<file path="src/rtl/lpfs_pkg.sv">
// ----------------------------------------------------------------------------
// lpfs_pkg
// shared types and constants of the least pending face selector
// ----------------------------------------------------------------------------
package lpfs_pkg;

    localparam int FACE_W   = 32;
    localparam int RND_W    = 16;
    localparam int OPEND_W  = 16;
    localparam int MOD_CW   = $clog2(RND_W);

    localparam logic [1:0] CMD_CAND    = 2'd0;
    localparam logic [1:0] CMD_SATISFY = 2'd1;
    localparam logic [1:0] CMD_EXPIRE  = 2'd2;

    typedef enum logic [2:0] {
        ST_IDLE,
        ST_SCAN,
        ST_UPDATE,
        ST_MOD,
        ST_WALK,
        ST_INC,
        ST_OUTPUT
    } lpfs_state_t;

    // controller to datapath
    typedef struct packed {
        logic load_item;
        logic scan_run;
        logic update;
        logic mod_start;
        logic mod_step;
        logic walk_start;
        logic walk_run;
        logic inc_write;
        logic out_load;
    } lpfs_cmd_t;

    // datapath to controller
    typedef struct packed {
        logic is_cand;
        logic is_event;
        logic last;
        logic scan_done;
        logic walk_done;
        logic walk_match;
        logic tie_zero;
        logic mod_last;
        logic out_free;
    } lpfs_stat_t;

endpackage

</file>
<file path="src/rtl/lpfs_ram.sv">
// ----------------------------------------------------------------------------
// lpfs_ram
// simple dual-port ram, one write and one registered read port
// ----------------------------------------------------------------------------
module lpfs_ram #(
    parameter int WIDTH = 8,
    parameter int DEPTH = 32
) (
    input  logic                     clk,
    input  logic                     wr_en,
    input  logic [$clog2(DEPTH)-1:0] wr_addr,
    input  logic [WIDTH-1:0]         wr_data,
    input  logic                     rd_en,
    input  logic [$clog2(DEPTH)-1:0] rd_addr,
    output logic [WIDTH-1:0]         rd_data
);

    logic [WIDTH-1:0] mem [DEPTH];

    always_ff @(posedge clk)
    begin
        if (wr_en)
        begin
            mem[wr_addr] <= wr_data;
        end
        if (rd_en)
        begin
            rd_data <= mem[rd_addr];
        end
    end

endmodule

</file>
<file path="src/rtl/lpfs_ctrl.sv">
// ----------------------------------------------------------------------------
// lpfs_ctrl
// sequencer: scan, update, modulo, walk, increment, output
// ----------------------------------------------------------------------------
module lpfs_ctrl
    import lpfs_pkg::*;
(
    input  logic       clk,
    input  logic       rst_n,
    input  logic       in_valid,
    output logic       in_ready,
    input  lpfs_stat_t stat,
    output lpfs_cmd_t  cmd
);

    lpfs_state_t state_reg;
    lpfs_state_t state_next;

    always_ff @(posedge clk or negedge rst_n)
    begin
        if (!rst_n)
        begin
            state_reg <= ST_IDLE;
        end
        else
        begin
            state_reg <= state_next;
        end
    end

    always_comb
    begin
        state_next = state_reg;
        case (state_reg)
            ST_IDLE:
            begin
                if (in_valid)
                begin
                    state_next = ST_SCAN;
                end
            end
            ST_SCAN:
            begin
                if (!stat.is_cand && !stat.is_event)
                begin
                    state_next = ST_IDLE;
                end
                else if (stat.scan_done)
                begin
                    state_next = ST_UPDATE;
                end
            end
            ST_UPDATE:
            begin
                if (stat.is_cand && stat.last)
                begin
                    state_next = ST_MOD;
                end
                else
                begin
                    state_next = ST_IDLE;
                end
            end
            ST_MOD:
            begin
                if (stat.tie_zero)
                begin
                    state_next = ST_OUTPUT;
                end
                else if (stat.mod_last)
                begin
                    state_next = ST_WALK;
                end
            end
            ST_WALK:
            begin
                if (stat.walk_match)
                begin
                    state_next = ST_INC;
                end
                else if (stat.walk_done)
                begin
                    state_next = ST_OUTPUT;
                end
            end
            ST_INC:
            begin
                state_next = ST_OUTPUT;
            end
            ST_OUTPUT:
            begin
                if (stat.out_free)
                begin
                    state_next = ST_IDLE;
                end
            end
            default:
            begin
                state_next = ST_IDLE;
            end
        endcase
    end

    always_comb
    begin
        in_ready = 1'b0;
        cmd      = '0;
        case (state_reg)
            ST_IDLE:
            begin
                in_ready      = 1'b1;
                cmd.load_item = in_valid;
            end
            ST_SCAN:
            begin
                cmd.scan_run = stat.is_cand || stat.is_event;
            end
            ST_UPDATE:
            begin
                cmd.update    = 1'b1;
                cmd.mod_start = stat.is_cand && stat.last;
            end
            ST_MOD:
            begin
                cmd.mod_step   = !stat.tie_zero;
                cmd.walk_start = !stat.tie_zero && stat.mod_last;
            end
            ST_WALK:
            begin
                cmd.walk_run = 1'b1;
            end
            ST_INC:
            begin
                cmd.inc_write = 1'b1;
            end
            ST_OUTPUT:
            begin
                cmd.out_load = stat.out_free;
            end
            default:
            begin
                cmd = '0;
            end
        endcase
    end

endmodule

</file>
<file path="src/rtl/lpfs_dp.sv">
// ----------------------------------------------------------------------------
// lpfs_dp
// face table, request tracking, tie-break modulo unit and output register
// ----------------------------------------------------------------------------
module lpfs_dp
    import lpfs_pkg::*;
#(
    parameter int TABLE_ENTRIES = 32,
    parameter int PENDING_BITS  = 16
) (
    input  logic                clk,
    input  logic                rst_n,
    input  lpfs_cmd_t           cmd,
    output lpfs_stat_t          stat,
    input  logic [1:0]          in_cmd,
    input  logic [FACE_W-1:0]   in_face,
    input  logic                in_last,
    input  logic [RND_W-1:0]    in_rnd,
    input  logic                out_ready,
    output logic                out_valid,
    output logic                out_selected,
    output logic [FACE_W-1:0]   out_face,
    output logic [OPEND_W-1:0]  out_pending
);

    localparam int UW = $clog2(TABLE_ENTRIES + 1);
    localparam int IW = $clog2(TABLE_ENTRIES);
    localparam int RW = UW + 1;
    localparam int CW = PENDING_BITS + 1;
    localparam int EW = FACE_W + PENDING_BITS + 1;

    // item registers
    logic [1:0]        cmd_reg;
    logic [FACE_W-1:0] id_reg;
    logic              last_reg;
    logic [RND_W-1:0]  rnd_reg;

    // table bookkeeping
    logic [UW-1:0]            used_reg;
    logic [TABLE_ENTRIES-1:0] inreq_reg;
    logic [CW-1:0]            best_reg;
    logic [UW-1:0]            tie_reg;

    // scan pipeline
    logic [UW-1:0] issue_reg;
    logic          rd_vld_reg;
    logic [IW-1:0] rd_idx_reg;

    // hit / chosen entry
    logic                    hit_reg;
    logic [IW-1:0]           hit_idx_reg;
    logic [FACE_W-1:0]       hit_face_reg;
    logic [PENDING_BITS-1:0] hit_pend_reg;
    logic                    hit_to_reg;
    logic                    sel_reg;

    // modulo unit, remainder doubles as pick counter
    logic [RW-1:0]     rem_reg;
    logic [MOD_CW-1:0] mod_cnt_reg;

    // output register
    logic              out_vld_reg;
    logic              out_sel_reg;
    logic [FACE_W-1:0] out_face_reg;
    logic [OPEND_W-1:0] out_pend_reg;

    // ram ports
    logic                    wr_en;
    logic [IW-1:0]           wr_addr;
    logic [EW-1:0]           wr_data;
    logic                    rd_en;
    logic [EW-1:0]           rd_data;
    logic [FACE_W-1:0]       rd_face;
    logic [PENDING_BITS-1:0] rd_pend;
    logic                    rd_to;
    logic [CW-1:0]           rd_cost;

    logic                    is_cand;
    logic                    is_event;
    logic                    scan_match;
    logic                    walk_hit;
    logic                    walk_match;
    logic                    room;
    logic                    cand_valid;
    logic [IW-1:0]           cand_idx;
    logic [PENDING_BITS-1:0] cand_pend;
    logic                    cand_to;
    logic [CW-1:0]           cand_cost;
    logic [RW-1:0]           rem_shift;
    logic [RW-1:0]           rem_step;
    logic [31:0]             hit_pend_ext;

    function automatic logic [CW-1:0] cost_of(input logic [PENDING_BITS-1:0] p,
                                              input logic t);
        logic [CW-1:0] c;
        c = t ? {p, 1'b0} : {1'b0, p};
        return c;
    endfunction

    assign rd_face = rd_data[FACE_W-1:0];
    assign rd_pend = rd_data[FACE_W +: PENDING_BITS];
    assign rd_to   = rd_data[EW-1];
    assign rd_cost = cost_of(rd_pend, rd_to);

    assign is_cand  = (cmd_reg == CMD_CAND);
    assign is_event = (cmd_reg == CMD_SATISFY) || (cmd_reg == CMD_EXPIRE);

    assign scan_match = rd_vld_reg && (rd_face == id_reg);
    assign walk_hit   = rd_vld_reg && inreq_reg[rd_idx_reg] && (rd_cost == best_reg);
    assign walk_match = walk_hit && (rem_reg == '0);

    assign rd_en = (cmd.scan_run && !scan_match && (issue_reg < used_reg))
                || (cmd.walk_run && !walk_match && (issue_reg < used_reg));

    // candidate that takes part in this request
    assign room       = (used_reg < UW'(TABLE_ENTRIES));
    assign cand_valid = hit_reg || room;
    assign cand_idx   = hit_reg ? hit_idx_reg : used_reg[IW-1:0];
    assign cand_pend  = hit_reg ? hit_pend_reg : '0;
    assign cand_to    = hit_reg ? hit_to_reg : 1'b0;
    assign cand_cost  = cost_of(cand_pend, cand_to);

    // restoring remainder, one quotient bit a cycle
    assign rem_shift = {rem_reg[RW-2:0], rnd_reg[RND_W-1]};
    assign rem_step  = (rem_shift >= {1'b0, tie_reg}) ? (rem_shift - {1'b0, tie_reg})
                                                      : rem_shift;

    assign hit_pend_ext = 32'(hit_pend_reg);

    always_comb
    begin
        wr_en   = 1'b0;
        wr_addr = hit_idx_reg;
        wr_data = {hit_to_reg, hit_pend_reg, hit_face_reg};
        if (cmd.update && is_event && hit_reg)
        begin
            wr_en   = 1'b1;
            wr_data = {(cmd_reg == CMD_EXPIRE),
                       (hit_pend_reg == '0) ? hit_pend_reg : hit_pend_reg - 1'b1,
                       hit_face_reg};
        end
        else if (cmd.update && is_cand && !hit_reg && room)
        begin
            wr_en   = 1'b1;
            wr_addr = used_reg[IW-1:0];
            wr_data = {1'b0, {PENDING_BITS{1'b0}}, id_reg};
        end
        else if (cmd.inc_write)
        begin
            wr_en   = 1'b1;
            wr_data = {hit_to_reg,
                       (hit_pend_reg == '1) ? hit_pend_reg : hit_pend_reg + 1'b1,
                       hit_face_reg};
        end
    end

    lpfs_ram #(
        .WIDTH (EW),
        .DEPTH (TABLE_ENTRIES)
    ) u_table (
        .clk     (clk),
        .wr_en   (wr_en),
        .wr_addr (wr_addr),
        .wr_data (wr_data),
        .rd_en   (rd_en),
        .rd_addr (issue_reg[IW-1:0]),
        .rd_data (rd_data)
    );

    // control state
    always_ff @(posedge clk or negedge rst_n)
    begin
        if (!rst_n)
        begin
            used_reg    <= '0;
            inreq_reg   <= '0;
            best_reg    <= '1;
            tie_reg     <= '0;
            issue_reg   <= '0;
            rd_vld_reg  <= 1'b0;
            hit_reg     <= 1'b0;
            sel_reg     <= 1'b0;
            mod_cnt_reg <= '0;
            out_vld_reg <= 1'b0;
        end
        else
        begin
            if (cmd.load_item || cmd.walk_start)
            begin
                issue_reg  <= '0;
                rd_vld_reg <= 1'b0;
            end
            else
            begin
                rd_vld_reg <= rd_en;
                if (rd_en)
                begin
                    issue_reg <= issue_reg + 1'b1;
                end
            end

            if (cmd.load_item)
            begin
                hit_reg <= 1'b0;
            end
            else if (cmd.scan_run && scan_match)
            begin
                hit_reg <= 1'b1;
            end

            if (cmd.update && is_cand)
            begin
                if (!hit_reg && room)
                begin
                    used_reg <= used_reg + 1'b1;
                end
                if (cand_valid && !inreq_reg[cand_idx])
                begin
                    inreq_reg[cand_idx] <= 1'b1;
                    if (cand_cost < best_reg)
                    begin
                        best_reg <= cand_cost;
                        tie_reg  <= UW'(1);
                    end
                    else if (cand_cost == best_reg)
                    begin
                        tie_reg <= tie_reg + 1'b1;
                    end
                end
            end

            if (cmd.mod_start)
            begin
                mod_cnt_reg <= '0;
            end
            else if (cmd.mod_step)
            begin
                mod_cnt_reg <= mod_cnt_reg + 1'b1;
            end

            if (cmd.mod_start || cmd.walk_start)
            begin
                sel_reg <= 1'b0;
            end
            else if (cmd.walk_run && walk_match)
            begin
                sel_reg <= 1'b1;
            end

            if (cmd.out_load)
            begin
                out_vld_reg <= 1'b1;
                inreq_reg   <= '0;
                best_reg    <= '1;
                tie_reg     <= '0;
            end
            else if (out_ready)
            begin
                out_vld_reg <= 1'b0;
            end
        end
    end

    // payload
    always_ff @(posedge clk)
    begin
        if (cmd.load_item)
        begin
            cmd_reg  <= in_cmd;
            id_reg   <= in_face;
            last_reg <= in_last;
            rnd_reg  <= in_rnd;
        end
        else if (cmd.mod_step)
        begin
            rnd_reg <= {rnd_reg[RND_W-2:0], 1'b0};
        end

        rd_idx_reg <= issue_reg[IW-1:0];

        if ((cmd.scan_run && scan_match) || (cmd.walk_run && walk_match))
        begin
            hit_idx_reg  <= rd_idx_reg;
            hit_face_reg <= rd_face;
            hit_pend_reg <= rd_pend;
            hit_to_reg   <= rd_to;
        end

        if (cmd.mod_start)
        begin
            rem_reg <= '0;
        end
        else if (cmd.mod_step)
        begin
            rem_reg <= rem_step;
        end
        else if (cmd.walk_run && walk_hit && !walk_match)
        begin
            rem_reg <= rem_reg - 1'b1;
        end

        if (cmd.out_load)
        begin
            out_sel_reg  <= sel_reg;
            out_face_reg <= sel_reg ? hit_face_reg : '0;
            out_pend_reg <= sel_reg ? hit_pend_ext[OPEND_W-1:0] : '0;
        end
    end

    always_comb
    begin
        stat            = '0;
        stat.is_cand    = is_cand;
        stat.is_event   = is_event;
        stat.last       = last_reg;
        stat.scan_done  = scan_match || (!rd_vld_reg && (issue_reg == used_reg));
        stat.walk_done  = walk_match || (!rd_vld_reg && (issue_reg == used_reg));
        stat.walk_match = walk_match;
        stat.tie_zero   = (tie_reg == '0);
        stat.mod_last   = (mod_cnt_reg == MOD_CW'(RND_W - 1));
        stat.out_free   = !out_vld_reg || out_ready;
    end

    assign out_valid    = out_vld_reg;
    assign out_selected = out_sel_reg;
    assign out_face     = out_face_reg;
    assign out_pending  = out_pend_reg;

endmodule

</file>
<file path="src/rtl/least_pending_face_selector.sv">
// ----------------------------------------------------------------------------
// least_pending_face_selector
// picks the upstream face with the lowest cost (pending requests, doubled after a timeout), random tie break
// ----------------------------------------------------------------------------
// usage
//   s_axis carries one word per item: tuser is the command (candidate,
//   satisfied, expired), tdata the face id and random value, tlast marks the
//   final candidate of a request. each run of candidates ends in one m_axis
//   word; satisfied and expired events give no word.
// timing
//   an item is taken in the idle state, then the face table is scanned from
//   its ram, one entry a cycle through the registered read, stopping at the
//   first match, and an update state follows.
//   the final candidate adds a remainder unit (random mod tie count), a
//   second walk with an increment write of the entry it picks, and the
//   output state, which waits while the output register is still full;
//   with no tied candidate the remainder unit and the walk are skipped.
// reset
//   the table is empty after reset and no request is open; table contents
//   are only read below the fill count, so the ram needs no clearing.
// stalls
//   the result sits in an output register; the next item is accepted while
//   it waits, and only a new result is held back until it is taken.
// ----------------------------------------------------------------------------
module least_pending_face_selector
    import lpfs_pkg::*;
#(
    parameter int TABLE_ENTRIES = 32,
    parameter int PENDING_BITS  = 16
) (
    input  logic        clk,
    input  logic        rst_n,
    input  logic        s_axis_tvalid,
    output logic        s_axis_tready,
    input  logic [47:0] s_axis_tdata,   // face_id [31:0], random_value [47:32]
    input  logic        s_axis_tlast,   // last_candidate
    input  logic [1:0]  s_axis_tuser,   // cmd [1:0]
    output logic        m_axis_tvalid,
    input  logic        m_axis_tready,
    output logic [47:0] m_axis_tdata,   // selected_face [31:0], selected_pending [47:32]
    output logic        m_axis_tuser    // selected
);

    lpfs_cmd_t  cmd;
    lpfs_stat_t stat;

    logic [FACE_W-1:0]  sel_face;
    logic [OPEND_W-1:0] sel_pend;

    // sequencer
    lpfs_ctrl u_ctrl (
        .clk      (clk),
        .rst_n    (rst_n),
        .in_valid (s_axis_tvalid),
        .in_ready (s_axis_tready),
        .stat     (stat),
        .cmd      (cmd)
    );

    // table, tie-break arithmetic and output word
    lpfs_dp #(
        .TABLE_ENTRIES (TABLE_ENTRIES),
        .PENDING_BITS  (PENDING_BITS)
    ) u_dp (
        .clk          (clk),
        .rst_n        (rst_n),
        .cmd          (cmd),
        .stat         (stat),
        .in_cmd       (s_axis_tuser),
        .in_face      (s_axis_tdata[31:0]),
        .in_last      (s_axis_tlast),
        .in_rnd       (s_axis_tdata[47:32]),
        .out_ready    (m_axis_tready),
        .out_valid    (m_axis_tvalid),
        .out_selected (m_axis_tuser),
        .out_face     (sel_face),
        .out_pending  (sel_pend)
    );

    assign m_axis_tdata = {sel_pend, sel_face};

endmodule

</file>
<file path="config.mk">
export PLATFORM = sky130hd
export DESIGN_NAME = least_pending_face_selector
export DESIGN_NICKNAME = d
export VERILOG_FILES = /design/src/rtl/lpfs_pkg.sv /design/src/rtl/lpfs_ram.sv /design/src/rtl/lpfs_ctrl.sv /design/src/rtl/lpfs_dp.sv /design/src/rtl/least_pending_face_selector.sv
export SDC_FILE = /design/constraint.sdc
export NUM_CORES = 2
export LEC_CHECK = 0
export BUFFER_PORTS_ARGS = -buffer_cell sky130_fd_sc_hd__buf_4
export CAP_MARGIN = 5
export CORE_ASPECT_RATIO = 0.5
export CORE_MARGIN = 2
export CORE_UTILIZATION = 55
export CTS_CLUSTER_DIAMETER = 120
export DETAILED_ROUTE_END_ITERATION = 8
export GPL_TIMING_DRIVEN = 0
export PLACE_DENSITY = 0.71
export SLEW_MARGIN = 20
export SYNTH_ARGS = -nofsm -noshare
export SYNTH_HDL_FRONTEND = slang
export SYNTH_SLANG_ARGS = --single-unit
</file>
<file path="constraint.sdc">
create_clock -name clk -period 6.4 [get_ports clk]
set_clock_uncertainty 0.1 [all_clocks]
set_input_delay 1.28 -clock clk [delete_from_list [all_inputs] [get_ports clk]]
set_output_delay 1.28 -clock clk [all_outputs]
set_load 0.02 [all_outputs]
</file>
==> metrics.csv <==
metric,value,unit
status,"complete, no violations",
Worst setup SP type,register,
fin nets,4155,
Initial Utilization,55.2,%
clock buffer count from CTS,157,
layout cells sized above 1,26.0,%
global-route wire length before repair,281000,microns
antenna-violating nets left,0,
Hold Buf Count CTS,0,
Hold Path Class,register to register,
"Worst Path Class, Setup",register to register,
CTS root buf,clkbuf_16,
worst-case clock buffer depth,3,
All-Layer GR Usage,29.0,%
synth top area cells,"edfxtp_1, mux4_2, dfrtp_1",
WL met2,92100,microns
post-CTS resize count,0,
final instance area,84800,sq um
setup bufs post-CTS,0,
Placer Congestion,0.896,
prevailing post-synth register cell,edfxtp_1,
drt first pass iters,6,
dpl hpwl,129000,microns
post-synthesis simple-gate area fraction,4.43,%
Max VDD drop,0.298,mV
Worst Setup End Kind,register,
critical path arrival,5090,ps
TritonCTS clock tree,done,
post-synthesis sequential area ratio,75.0,%
GR Overflow Total,0,
die area,137000,sq um
Mean Syn Cell Area,20.1,sq um
number of DRC markers in iteration 0,6418,
DRC errors left,0,
Achievable Freq,211,MHz
Synth Instances,3684,
CTS Sinks,1861,
syn nets,3780,
reg-to-reg setup timing slack,1660,ps
initial antenna violation count,3,
adder-cell share of the synthesized area,0.705,%
unrepaired setup endpoints after global routing,no,
Met1 Wirelength,76100,microns
top-area cell type share of the netlist area,72.0,%
origin of the critical flop-to-flop path,u_dp.issue_reg[0],
min cycle time layout,4740,ps
number of synthesized register bits,1861,
post-synthesis mux area share,15.9,%
power density over cell area,371,nW/um^2
"area leader, netlist",edfxtp_1,
pin count of the biggest net entering global routing,79,
worst-path maximum fanout,32,
IO buf count,105,
ys async rst share,4.19,%
Post-synth EDFFs,1771,
largest reg by FF count,u_dp.u_table.mem,
r2r endpoint,u_dp.u_table.rd_data[12],
WL final,197000,microns
core area,134000,sq um
Compound-Gate Fraction of Synth Area,1.89,%
H-tree depth,4,
Ys Warns,0,
Placed Area,79800,sq um
area delta synth->final,14.8,%
clock transition at the registers of the reported paths,60,ps
Max-slew headroom,12.6,%
Syn Std Cell Area,73900,sq um
max-slew violations,0,
end of the critical path,u_dp.u_table.rd_data[12],
XOR/XNOR Fraction of Synth Area,0.806,%
R2R cell count,14,
Final Cycle Share,74.0,%
count of final hold-check violations,0,
number of global-route vias before repair,39100,
floorplan row count,95,
Chip Width,522,microns
LEAKAGE,27.3,nW
DR WL met3,24700,microns
clock latency on the worst-skew pair,810,ps
Crit. Startpoint,u_dp.issue_reg[0],
max reg flops,1568,
final hold slack,316,ps
pre-CTS WS,1800,ps
Via Count,39500,
Setup WS post-layout,1660,ps
"Distinct cells, synth",72,
I/O pins,106,
Vias/cell,6.60,
Critical Path RT,6760,ps
Final setup violation count,0,
max layer used,met4,
Die H,263,microns
max-cap viol count,0,
pin slew with the least headroom to its limit,1310,ps
largest family of logic cells by synthesized area,multiplexers,
Wirelength per Cell,33.0,microns
Largest regs,"u_dp.u_table.mem: 1568 flops, u_dp.u_table.rd_data: 49 flops",
[how the worst min path moves through the flow]
stage | startpoint | to | slack, ps | depth (start not counted)
floorplan | u_dp.issue_reg[0] | u_dp.rd_idx_reg[0] | 270 | 0
CTS | u_dp.issue_reg[0] | u_dp.rd_idx_reg[0] | 320 | 0
detailed placement | u_dp.issue_reg[0] | u_dp.rd_idx_reg[0] | 310 | 0
finish | u_dp.issue_reg[0] | u_dp.rd_idx_reg[0] | 320 | 0
global route | u_dp.issue_reg[0] | u_dp.rd_idx_reg[0] | 340 | 0
global placement | u_dp.issue_reg[0] | u_dp.rd_idx_reg[0] | 300 | 0
[layout by cell type, fill, tap and decap left out, types with 20 or more instances in the layout]
| cell type | n |
|---|---|
| dfrtp_1 | 61 |
| nand2_1 | 386 |
| buf_12 | 52 |
| buf_4 | 106 |
| nor3_1 | 29 |
| clkinv_2 | 20 |
| clkinv_1 | 36 |
| nor2_1 | 58 |
| edfxtp_1 | 1771 |
| ha_1 | 40 |
| buf_2 | 21 |
| a21oi_1 | 31 |
| nor2b_1 | 28 |
| nor2_4 | 32 |
| xor2_1 | 34 |
| buf_16 | 46 |
| nand3_1 | 33 |
| mux4_2 | 500 |
| o21ai_0 | 52 |
| inv_1 | 51 |
| and2_1 | 50 |
| clkbuf_1 | 137 |
| mux2i_1 | 34 |
| xnor2_1 | 34 |
| clkbuf_16 | 161 |
| clkbuf_2 | 39 |
[report_power, final]
group,total (mW),internal (mW),switching [mW]
Clock,9.45,5.06,4.39
Combinational,7.32,3.13,4.19
Sequential,14.7,14.3,0.415
Total,31.5,22.5,9.00
[stage by stage]
stage | std cells | TNS, ps | power (mW) | util, %
2_1_floorplan | 3684 | 0 | 19.6 | -
3_3_place_gp | 5583 | -3059520 | 21.9 | 57.5
3_5_place_dp | 5694 | 0 | 22.2 | 59.6
4_1_cts | 5974 | 0 | 31.6 | 63.3
5_1_grt | 5974 | 0 | 32.5 | 63.3
6_report | 5979 | 0 | 31.5 | 63.4
[final cells by class]
class / count / area, sq um
plain buffers: 185 / 788
inverters: 54 / 205
clock inverters: 87 / 781
clock buffers: 193 / 4160
flip-flops and latches: 1861 / 55400
repair buffers: 216 / 3220
diodes: 5 / 12.5
fillers: 8761 / 49000
multi-input cells: 1584 / 18000
well taps: 1794 / 2240
[layer usage]
layer / GRT usage (%) / up-vias
li1: - / 15700
met3: 7.20 / 281
met1: 42.7 / 20800
met5: 0 / -
met4: 7.45 / 0
met2: 44.2 / 2713
[cell families (layout without fill, tap and decap cells)]
| group | Yosys count | count (layout) |
|---|---|---|
| adders and majority gates | 41 | 41 |
| buffers and inverters | 239 | 735 |
| AOI/OAI and AO/OA | 211 | 211 |
| and+or+nand+nor | 716 | 716 |
| DFF | 1861 | 1861 |
| muxes | 548 | 548 |
| xor gates and xnor gates | 68 | 68 |
| other | 0 | 5 |
[synthesized netlist by cell type (all sizes together) (4+ instances only)]
master	instances
o21a	6
a21boi	7
or2	6
a211o	18
a21o	9
a2111oi	4
a31oi	9
xnor2	34
or3	5
o211ai	7
and4	5
nand2	386
and2	50
o32ai	4
xor2	34
edfxtp	1771
inv	53
mux2i	36
nand3b	8
nand3	33
dfrtp	61
nor3	29
a21oi	37
buf	48
o21ai	60
and3	12
o22ai	13
nand2b	18
a22oi	5
mux2	12
nand4	19
a211oi	6
mux4	500
ha	40
o31ai	7
dfstp	17
nor2	90
clkbuf	137
nor4	11
or4	6
nor2b	28
dfxtp	12
[worst max-delay path: stages, from the launching register on]
cell       delay [ps]
dfrtp_1           400
clkbuf_2          430
clkbuf_2          530
clkbuf_1          450
inv_1             160
ha_1              160
inv_1              40
a21oi_1           130
nor2_1             70
a2111oi_0         560
o31ai_1           240
and2_1            190
clkbuf_1          220
inv_4             320
buf_16            310
No activity file was read; power rests on OpenSTA's default activity.
